### src/hdl/dfe_pkg.sv
`timescale 1ns / 1ps
// ----------------------------------------------------------------------------
// dfe_pkg
// shared types and constants of the delimited field extractor
// ----------------------------------------------------------------------------
package dfe_pkg;

    localparam logic [7:0] SPACE_CHAR = 8'h20;

    // register indexes of the configuration port
    localparam logic [7:0] REG_START_CHAR = 8'd0;
    localparam logic [7:0] REG_END_CHAR   = 8'd1;
    localparam logic [7:0] REG_COPY_LIMIT = 8'd2;
    localparam logic [7:0] REG_SCAN_LIMIT = 8'd3;

    typedef enum logic [1:0] {
        KIND_BYTE  = 2'd0,
        KIND_FOUND = 2'd1,
        KIND_NONE  = 2'd2
    } kind_t;

    typedef struct packed {
        logic [7:0]  start_char;
        logic [7:0]  end_char;
        logic [7:0]  copy_limit;
        logic [15:0] scan_limit;
    } dfe_cfg_t;

    typedef struct packed {
        logic        valid;
        kind_t       kind;
        logic [7:0]  value;
        logic [15:0] position;
    } dfe_result_t;

endpackage

### src/hdl/dfe_cfg_regs.sv
`timescale 1ns / 1ps
// ----------------------------------------------------------------------------
// dfe_cfg_regs
// configuration register file, written through its own valid/ready channel
// ----------------------------------------------------------------------------
module dfe_cfg_regs (
    input  logic              aclk,
    input  logic              aresetn,
    input  logic              cfg_valid,
    output logic              cfg_ready,
    input  logic [7:0]        cfg_index,
    input  logic [15:0]       cfg_data,
    output dfe_pkg::dfe_cfg_t cfg
);
    import dfe_pkg::*;

    dfe_cfg_t cfg_reg;
    dfe_cfg_t cfg_next;

    assign cfg_ready = 1'b1;
    assign cfg       = cfg_reg;

    always_comb begin
        cfg_next = cfg_reg;
        if (cfg_valid) begin
            unique case (cfg_index)
                REG_START_CHAR: cfg_next.start_char = cfg_data[7:0];
                REG_END_CHAR:   cfg_next.end_char   = cfg_data[7:0];
                REG_COPY_LIMIT: cfg_next.copy_limit = cfg_data[7:0];
                REG_SCAN_LIMIT: cfg_next.scan_limit = cfg_data;
                default:        cfg_next = cfg_reg;
            endcase
        end
    end

    always_ff @(posedge aclk) begin
        if (!aresetn) begin
            cfg_reg.start_char <= 8'd0;
            cfg_reg.end_char   <= 8'd0;
            cfg_reg.copy_limit <= 8'd0;
            cfg_reg.scan_limit <= 16'hFFFF;
        end else begin
            cfg_reg <= cfg_next;
        end
    end

endmodule

### src/hdl/dfe_scan.sv
`timescale 1ns / 1ps
// ----------------------------------------------------------------------------
// dfe_scan
// scan state and the per-byte step: search, copy, slide, done
// ----------------------------------------------------------------------------
module dfe_scan (
    input  logic                 aclk,
    input  logic                 aresetn,
    input  logic                 step_en,
    input  logic [7:0]           ch,
    input  logic                 first,
    input  dfe_pkg::dfe_cfg_t    cfg,
    output dfe_pkg::dfe_result_t result
);
    import dfe_pkg::*;

    typedef enum logic [1:0] {
        PH_SEARCH = 2'd0,
        PH_COPY   = 2'd1,
        PH_SLIDE  = 2'd2,
        PH_DONE   = 2'd3
    } phase_t;

    phase_t      phase_reg, phase_next;
    logic [15:0] budget_reg, budget_next;
    logic [7:0]  count_reg, count_next;
    logic [15:0] offset_reg, offset_next;

    phase_t      ph;
    phase_t      ph_start;
    logic [15:0] bud;
    logic [15:0] bud_et;
    logic [7:0]  cnt;
    logic [7:0]  cnt_inc;
    logic [15:0] off;
    logic        run_end_test;

    always_comb begin
        ph  = first ? PH_SEARCH : phase_reg;
        bud = first ? cfg.scan_limit : budget_reg;
        cnt = first ? 8'd0 : count_reg;
        off = first ? 16'd0 : offset_reg;

        ph_start     = (cfg.copy_limit != 8'd0) ? PH_COPY : PH_SLIDE;
        phase_next   = ph;
        budget_next  = bud;
        count_next   = cnt;
        offset_next  = off + 16'd1;
        result       = '0;
        result.kind  = KIND_BYTE;
        run_end_test = 1'b0;
        bud_et       = bud;
        cnt_inc      = cnt + 8'd1;

        unique case (ph)
            PH_SEARCH: begin
                if (bud == 16'd0) begin
                    phase_next   = PH_DONE;
                    result.valid = 1'b1;
                    result.kind  = KIND_NONE;
                end else begin
                    budget_next = bud - 16'd1;
                    count_next  = 8'd0;
                    cnt_inc     = 8'd1;
                    if (cfg.start_char == 8'd0 && ch > SPACE_CHAR) begin
                        // byte above space opens the field and is examined again
                        phase_next   = ph_start;
                        bud_et       = bud - 16'd1;
                        run_end_test = 1'b1;
                    end else if (ch == cfg.start_char) begin
                        phase_next = ph_start;
                    end
                end
            end
            PH_COPY, PH_SLIDE: begin
                run_end_test = 1'b1;
            end
            default: begin
            end
        endcase

        if (run_end_test) begin
            if (ch == cfg.end_char) begin
                phase_next      = PH_DONE;
                result.valid    = 1'b1;
                result.kind     = KIND_FOUND;
                result.position = off;
            end else if (ch < SPACE_CHAR || bud_et == 16'd0) begin
                phase_next   = PH_DONE;
                result.valid = 1'b1;
                result.kind  = KIND_NONE;
            end else begin
                budget_next = bud_et - 16'd1;
                if (phase_next == PH_COPY) begin
                    count_next = cnt_inc;
                    if (cnt_inc >= cfg.copy_limit) begin
                        phase_next = PH_SLIDE;
                    end else begin
                        result.valid = 1'b1;
                        result.kind  = KIND_BYTE;
                        result.value = ch;
                    end
                end
            end
        end
    end

    always_ff @(posedge aclk) begin
        if (!aresetn) begin
            phase_reg  <= PH_DONE;
            budget_reg <= 16'd0;
            count_reg  <= 8'd0;
            offset_reg <= 16'd0;
        end else if (step_en) begin
            phase_reg  <= phase_next;
            budget_reg <= budget_next;
            count_reg  <= count_next;
            offset_reg <= offset_next;
        end
    end

endmodule

### src/hdl/delimited_field_extractor_top.sv
`timescale 1ns / 1ps
// ----------------------------------------------------------------------------
// delimited_field_extractor_top
// extracts one delimited field from a byte stream and reports the terminator
// ----------------------------------------------------------------------------
// The block takes one text word per cycle while s_ready is high and produces
// at most one result word per input word. A word marked with s_first restarts
// the scan: the block looks for start_char (or, with start_char 0, the first
// byte above space, which is copied), then passes on up to copy_limit-1 field
// bytes as kind 0 words, slides to end_char and reports its offset as a kind 1
// word, or reports not-found as a kind 2 word when a control byte or the scan
// budget ends the search. Bytes outside a text cause no result. Throughput is
// one word per cycle while the result side takes words. The accepted word sits
// in the input register; when it steps on, the combinational scan step loads
// its result into the result register, which drives m_*. A stalled result
// register holds the input register, and s_ready drops once both are full.
// Configuration writes are taken every cycle and must happen only while the
// block is idle.
// ----------------------------------------------------------------------------
module delimited_field_extractor_top (
    input  logic        aclk,
    input  logic        aresetn,
    // configuration write channel
    input  logic        cfg_valid,
    output logic        cfg_ready,
    input  logic [7:0]  cfg_index,
    input  logic [15:0] cfg_data,
    // input text words
    input  logic        s_valid,
    output logic        s_ready,
    input  logic [7:0]  s_ch,
    input  logic        s_first,
    // result words
    output logic        m_valid,
    input  logic        m_ready,
    output logic [1:0]  m_kind,
    output logic [7:0]  m_value,
    output logic [15:0] m_position
);
    import dfe_pkg::*;

    dfe_cfg_t    cfg;
    dfe_result_t result;

    // input register
    logic        in_valid_reg;
    logic [7:0]  in_ch_reg;
    logic        in_first_reg;

    // result register
    logic        out_valid_reg;
    kind_t       out_kind_reg;
    logic [7:0]  out_value_reg;
    logic [15:0] out_position_reg;

    logic step_en;

    // the held word moves on when the result register is free or being drained
    assign step_en = in_valid_reg && (!out_valid_reg || m_ready);
    // new word enters while the held one steps, so the stream never bubbles
    assign s_ready = !in_valid_reg || step_en;

    dfe_cfg_regs u_cfg_regs (
        .aclk      (aclk),
        .aresetn   (aresetn),
        .cfg_valid (cfg_valid),
        .cfg_ready (cfg_ready),
        .cfg_index (cfg_index),
        .cfg_data  (cfg_data),
        .cfg       (cfg)
    );

    dfe_scan u_scan (
        .aclk    (aclk),
        .aresetn (aresetn),
        .step_en (step_en),
        .ch      (in_ch_reg),
        .first   (in_first_reg),
        .cfg     (cfg),
        .result  (result)
    );

    // input register: control reset, payload without reset
    always_ff @(posedge aclk) begin
        if (!aresetn) begin
            in_valid_reg <= 1'b0;
        end else if (s_ready) begin
            in_valid_reg <= s_valid;
        end
    end

    always_ff @(posedge aclk) begin
        if (s_valid && s_ready) begin
            in_ch_reg    <= s_ch;
            in_first_reg <= s_first;
        end
    end

    // result register: loaded on a step, cleared when taken with nothing new
    always_ff @(posedge aclk) begin
        if (!aresetn) begin
            out_valid_reg <= 1'b0;
        end else if (step_en) begin
            out_valid_reg <= result.valid;
        end else if (m_ready) begin
            out_valid_reg <= 1'b0;
        end
    end

    always_ff @(posedge aclk) begin
        if (step_en && result.valid) begin
            out_kind_reg     <= result.kind;
            out_value_reg    <= result.value;
            out_position_reg <= result.position;
        end
    end

    assign m_valid    = out_valid_reg;
    assign m_kind     = out_kind_reg;
    assign m_value    = out_value_reg;
    assign m_position = out_position_reg;

endmodule

### config.mk
export PLATFORM = sky130hd
export DESIGN_NAME = delimited_field_extractor_top
export DESIGN_NICKNAME = d
export VERILOG_FILES = /design/src/hdl/dfe_pkg.sv /design/src/hdl/dfe_cfg_regs.sv /design/src/hdl/dfe_scan.sv /design/src/hdl/delimited_field_extractor_top.sv
export SDC_FILE = /design/constraint.sdc
export NUM_CORES = 1
export LEC_CHECK = 0
export ABC_AREA = 1
export ABC_CLOCK_PERIOD_IN_PS = 7500
export BUFFER_PORTS_ARGS = -buffer_cell sky130_fd_sc_hd__buf_2
export CORE_UTILIZATION = 61
export CTS_CLUSTER_DIAMETER = 30
export CTS_CLUSTER_SIZE = 12
export DETAILED_ROUTE_END_ITERATION = 8
export GPL_TIMING_DRIVEN = 1
export PLACE_DENSITY_LB_ADDON = 0.25
export SKIP_LAST_GASP = 1
export SYNTH_ARGS = -nofsm -noshare
export SYNTH_HDL_FRONTEND = slang
export SYNTH_HIERARCHICAL = 1
export SYNTH_SLANG_ARGS = --single-unit
### constraint.sdc
create_clock -name aclk -period 7.5 [get_ports aclk]
set_clock_uncertainty 0.15 [all_clocks]
set_input_delay 0.375 -clock aclk [delete_from_list [all_inputs] [get_ports aclk]]
set_output_delay 0.375 -clock aclk [all_outputs]
set_load 0.01 [all_outputs]
; ---- Word-level counts from Yosys, hierarchy flattened
; Cells that the tools add are included.
[totals]
reg_bits = 119
input_bits = 38
[op_classes]
n_reduce_logical = 23
n_addsub = 4
n_bitwise = 2
eq_ne = 8
n_lt_le_gt_ge = 3
muxes = 45
[op_table]
columns = op, n
row1 = 16-bit two-way mux, 11
row2 = 8-bit two-way mux, 11
row3 = 16-bit logical NOT, 2
row4 = 16-bit by 1-bit subtractor with 16-bit output (second input constant), 2
row5 = 27-bit two-way mux, 1
row6 = 11-bit two-way mux, 2
row7 = 2-bit two-way mux, 11
row8 = 16-bit by 1-bit adder with 16-bit output (second input constant), 1
row9 = 8-bit by 2-bit == test with 1-bit output (second input constant), 2
row10 = 8-bit == test, 2
row11 = 8-bit logical NOT, 2
row12 = 3-bit two-way mux, 4
row13 = 2-bit AND reduction, 5
row14 = 8-bit by 1-bit adder with 8-bit output (second input constant), 1
row15 = 8-bit by 1-bit == test with 1-bit output (second input constant), 1
row16 = 8-bit >= comparator, 1
row17 = 8-bit by 6-bit greater-than comparator with 1-bit output (second input constant), 1
row18 = 8-bit by 6-bit < comparator with 1-bit output (second input constant), 1
row19 = 8-bit nonzero test, 1
row20 = 5-bit OR reduction, 1
row21 = 2-bit by 1-bit == test with 1-bit output (second input constant), 2
row22 = 1-bit logical AND, 4
row23 = 1-bit two-way mux, 4
row24 = 1-bit logical OR, 3
row25 = other kinds (7), 9

; ---- Logic depth before layout (Yosys ltp)
[logic_depth]
depth_word = 12
depth_mapped = 29
mapped_depth_nobuf = 28

; ---- Hierarchy
; The synthesis kept the hierarchy.
[by_module_without_submodules]
columns = mod, area_per_inst_um2, cells_per_inst, n_inst
row1 = dfe_scan, 5006.1, 896, 1
row2 = dfe_cfg_regs, 1727.9, 228, 1
row3 = delimited_field_extractor_top, 1158.6, 52, 1

; ---- Least setup slack after synthesis
; Ideal clock, no wire load.
[synth_timing]
path_type = reg-to-reg
startpoint = register in_first_reg
endpoint = register out_kind_reg[0] (netlist: m_kind[0]), enable pin
arrival_ns = 4.908
path_buffers = 5
stages_incl_launch_ff = 26
required_ns = 6.909
path_slack_ns = 2.000
cell_sequence = edfxtp_1 -> buf_6 -> buf_12 -> buf_8 -> clkbuf_1 -> buf_1 -> nor2_1 -> ha_1 -> inv_1 -> nor2_1 -> nand2_1 -> nor2_1 -> nand2_1 -> xor2_1 -> nor2_1 -> ha_1 -> nand2_1 -> nor2_1 -> nand4_1 -> and3_1 -> nand2_1 -> nand2_1 -> nand2_1 -> nand2_1 -> inv_1 -> nor3_1
[synth_lines]
columns = element, line_no
row1 = "start, declared", delimited_field_extractor_top.sv:48  ; logic in_first_reg;
row2 = "start signal, assigned", delimited_field_extractor_top.sv:95  ; in_first_reg <= s_first;
row3 = "end signal, assigned", delimited_field_extractor_top.sv:112  ; out_kind_reg <= result.kind;
row4 = "end, declared", delimited_field_extractor_top.sv:52  ; kind_t out_kind_reg;

==> summary.md <==
| Metric | Value |
|---|---|
| Maximum level of the CTS H-tree | `4` |
| Least-Margin Pin Slew | `0.900 ns` |
| Final count of negative-setup-slack endpoints | `0` |
| Final antenna diode count | `0` |
| DRC violations left | `0` |
| Run status | `finished, final reports clean` |
| Input/output buffers | `65` |
| Number of global-route vias before repair | `7016` |
| Die outline area | `13400 µm²` |
| Crit path max fanout | `47` |
| Cell types with the largest area share after synthesis | `sky130_fd_sc_hd__dfxtp_1 21%, sky130_fd_sc_hd__nand2_1 16%, sky130_fd_sc_hd__edfxtp_1 13%` |
| Register clock-pin slew on the reported worst setup and hold paths | `0.06 ns` |
| Number of standard cells in the layout, taps in and fillers out | `1417` |
| Maximum achievable frequency | `0.176 GHz` |
| Clock Tree Root | `sky130_fd_sc_hd__clkbuf_16` |
| Total routing usage reported by global routing | `32.2%` |
| Area added between synthesis and finish | `12.6%` |
| Total congestion overflow | `0` |
| Routed WL per cell | `14.3 µm` |
| Die extent in y | `116 µm` |
| Detailed Route WL | `20.3 mm` |
| Final worst path period need | `5.67 ns` |
| Distinct cell type count after synthesis | `48` |
| Data arrival time of the worst path | `5.63 ns` |
| Number of flip-flops under the largest register name | `40` |
| Final Core Density | `70.4%` |
| Final net count | `1285` |
| Hold violation count in the final report | `0` |
| Mapped cell area | `7890 µm²` |
| Maximum number of pins on one net before global-route repair | `58` |
| RePlAce Congestion | `0.993` |
| Startpoint types | `flop` |
| Post-route fraction of the period consumed by the critical path | `75.6%` |
| Syn Area/Cell | `6.71 µm²` |
| Wire length of the first global-routing pass | `33.6 mm` |
| Drt first pass iters | `6` |
| Slew HR | `40.0%` |
| Total power per unit cell area | `206 nW/µm²` |
| Critical path class | `reg2reg` |
| Overall die width | `116 µm` |
| Number of clock sinks | `119` |
| Cell type with the largest total area after synthesis | `sky130_fd_sc_hd__dfxtp_1` |
| TritonCTS clock tree | `yes` |
| Estimated wirelength of the detail-placed design | `13.9 mm` |
| Via count | `7690` |
| Cts hold-fix bufs | `9` |
| Post-DR vias/cell | `5.43` |
| Synth Instances | `1176` |
| Data required time of the critical path | `7.45 ns` |
| Type of destination of the critical path | `flop` |
| Clock network latency to the later pin of the worst-skew pair | `0.42 ns` |
| Portion of synthesized cell area occupied by the leading cell type | `21.3%` |
| Count of final max-slew check failures | `0` |
| HP Class | `in2reg` |
| Number of post-CTS setup repair buffers | `0` |
| Sequential fraction of the synthesis area | `34.6%` |
| Count of yosys warnings during synthesis | `6` |
| DRT iter0 DRCs | `629` |
| Number of max-capacitance violations reported | `0` |
| Post-synthesis sequential element count | `119` |
| Floorplan row count | `41` |
| Number of antenna violations at the first check in global routing | `0` |
| Setup TNS | `0 ns` |
| IR Drop Worst-Case VDD | `0.000206 V` |
| Post-cts gate resize count | `0` |
| Number of nets with antenna violations after detailed routing | `0` |
| Bufs on Longest Clock Path | `2` |
| Layout cells sized above 1 | `15.9%` |
| RSZ-0062 raised after global routing | `no` |
| Effective utilization at floorplan | `62.5%` |
| Core Footprint | `12600 µm²` |
| Net count after synthesis | `1229` |
| Standby leakage power | `3.98 nW` |
| Cts bufs inserted | `17` |
| Number of cells after detailed placement | `1376` |
| Number of ports placed on the die boundary | `67` |
-- final cells by class --
| class | count | area [µm²] |
|---|---|---|
| tap | 172 | 215 |
| inverter | 153 | 574 |
| clock inverter | 13 | 168 |
| multi-input combinational | 860 | 4290 |
| sequential | 119 | 2730 |
| fill | 1068 | 3730 |
| timing repair buffer | 81 | 468 |
| clock buffer | 19 | 443 |
-- cells in the mapped netlist (all sizes together) --
cell type / count
a211oi: 1
a21boi: 1
a21oi: 74
a221oi: 2
a31oi: 1
and3: 1
buf: 28
clkbuf: 16
clkinv: 1
conb: 1
dfxtp: 84
edfxtp: 35
ha: 15
inv: 152
nand2: 368
nand3: 115
nand4: 14
nor2: 148
nor3: 24
nor3b: 3
nor4: 3
o211ai: 8
o21a: 1
o21ai: 40
o21bai: 1
o22ai: 1
or2: 13
xnor2: 9
xor2: 16
-- layout by cell type (no fill, tap or decap), types with 3 or more instances in the layout --
| master | count |
|---|---|
| sky130_fd_sc_hd__inv_2 | 9 |
| sky130_fd_sc_hd__or2_2 | 12 |
| sky130_fd_sc_hd__xor2_1 | 16 |
| sky130_fd_sc_hd__nor2_1 | 122 |
| sky130_fd_sc_hd__nand2_2 | 27 |
| sky130_fd_sc_hd__nor3_1 | 22 |
| sky130_fd_sc_hd__nand2_1 | 334 |
| sky130_fd_sc_hd__buf_2 | 65 |
| sky130_fd_sc_hd__ha_1 | 15 |
| sky130_fd_sc_hd__buf_4 | 7 |
| sky130_fd_sc_hd__clkbuf_16 | 17 |
| sky130_fd_sc_hd__nand3_1 | 110 |
| sky130_fd_sc_hd__nand4_1 | 13 |
| sky130_fd_sc_hd__nand3_4 | 3 |
| sky130_fd_sc_hd__bufinv_16 | 3 |
| sky130_fd_sc_hd__o21ai_1 | 5 |
| sky130_fd_sc_hd__dlygate4sd3_1 | 9 |
| sky130_fd_sc_hd__nor4_1 | 3 |
| sky130_fd_sc_hd__o21ai_2 | 4 |
| sky130_fd_sc_hd__o211ai_1 | 7 |
| sky130_fd_sc_hd__a21oi_1 | 74 |
| sky130_fd_sc_hd__nand2_4 | 7 |
| sky130_fd_sc_hd__inv_6 | 5 |
| sky130_fd_sc_hd__nor2_2 | 15 |
| sky130_fd_sc_hd__inv_1 | 143 |
| sky130_fd_sc_hd__xnor2_1 | 9 |
| sky130_fd_sc_hd__o21ai_0 | 31 |
| sky130_fd_sc_hd__dfxtp_1 | 84 |
| sky130_fd_sc_hd__nor3b_1 | 3 |
| sky130_fd_sc_hd__edfxtp_1 | 35 |
| sky130_fd_sc_hd__nor2_4 | 10 |
-- critical path, stage by stage, from the launching register on --
cell and delay, ns:
sky130_fd_sc_hd__edfxtp_1 0.32, sky130_fd_sc_hd__buf_4 0.45, sky130_fd_sc_hd__inv_2 0.44, sky130_fd_sc_hd__o21ai_2 0.38, sky130_fd_sc_hd__inv_1 0.16, sky130_fd_sc_hd__ha_1 0.25, sky130_fd_sc_hd__nand3_1 0.09, sky130_fd_sc_hd__nor2_1 0.04
sky130_fd_sc_hd__nand3_1 0.06, sky130_fd_sc_hd__nor2_1 0.05, sky130_fd_sc_hd__nor2_1 0.45, sky130_fd_sc_hd__buf_4 0.24, sky130_fd_sc_hd__nor2_1 0.07, sky130_fd_sc_hd__ha_1 0.27, sky130_fd_sc_hd__nand2_1 0.07, sky130_fd_sc_hd__nor2_1 0.06
sky130_fd_sc_hd__nand4_1 0.06, sky130_fd_sc_hd__and3_1 0.19, sky130_fd_sc_hd__nand2_1 0.24, sky130_fd_sc_hd__nand2_1 0.15, sky130_fd_sc_hd__nand2_1 0.05, sky130_fd_sc_hd__nand2_1 0.08, sky130_fd_sc_hd__inv_1 0.07, sky130_fd_sc_hd__nor3_2 0.57
sky130_fd_sc_hd__buf_4 0.36
-- worst paths after layout --
path / from / end / slack (ns) / depth (start not counted)
worst min-delay path: cfg_data[10] / u_cfg_regs/cfg[10]$_SDFFE_PN1P_ / 0.05 / 3
worst max-delay path: in_first_reg$_DFFE_PP_ / m_position[5]$_DFFE_PP_ / 1.83 / 24
worst max register to register: in_first_reg$_DFFE_PP_ / m_position[5]$_DFFE_PP_ / 1.83 / 24
worst min register to register: u_cfg_regs/cfg[11]$_SDFFE_PN1P_ / u_cfg_regs/cfg[11]$_SDFFE_PN1P_ / 0.32 / 2
-- where the power goes --
group          internal [mW]  switching, mW  total [mW]
clock                  0.536          0.314       0.850
sequential             0.677         0.0112       0.688
combinational         0.0869          0.203       0.290
-- through the flow --
step | setup slack (ns) | instance area [µm²] | total power [mW] | hold slack [ns]
after global placement | 2.12 | 8190 | 0.976 | 0.290
after CTS | 1.89 | 8890 | 1.83 | 0.0424
final | 1.83 | 8890 | 1.83 | 0.0464
after detailed placement | 1.92 | 8190 | 0.978 | 0.300
after global routing | 1.39 | 8890 | 1.89 | 0.0526
after floorplan | 2.00 | 7890 | 0.916 | 0.279
-- logic make-up after synthesis --
group	share of synthesized area, %
adder cells (fa/ha/maj)	2.38
AO/OA/AOI/OAI	9.05
flip-flops	34.6
XOR/XNOR	2.77
other	0.0475
AND/OR/NAND/NOR	40.0
buffers and inverters	11.1
-- routing by layer --
| metal | wire [µm] | share of wire, % | track usage, % | vias up |
|---|---|---|---|---|
| met3 | 1500 | 7.4 | 5.49 | 44 |
| li1 | - | - | - | 3859 |
| met1 | 9010 | 44 | 43.2 | 3442 |
| met4 | 493 | 2.4 | 13.3 | 0 |
| met5 | 0 | 0 | 0 | - |
| met2 | 9300 | 46 | 51.7 | 345 |
No activity file was read; power rests on OpenSTA's default activity.
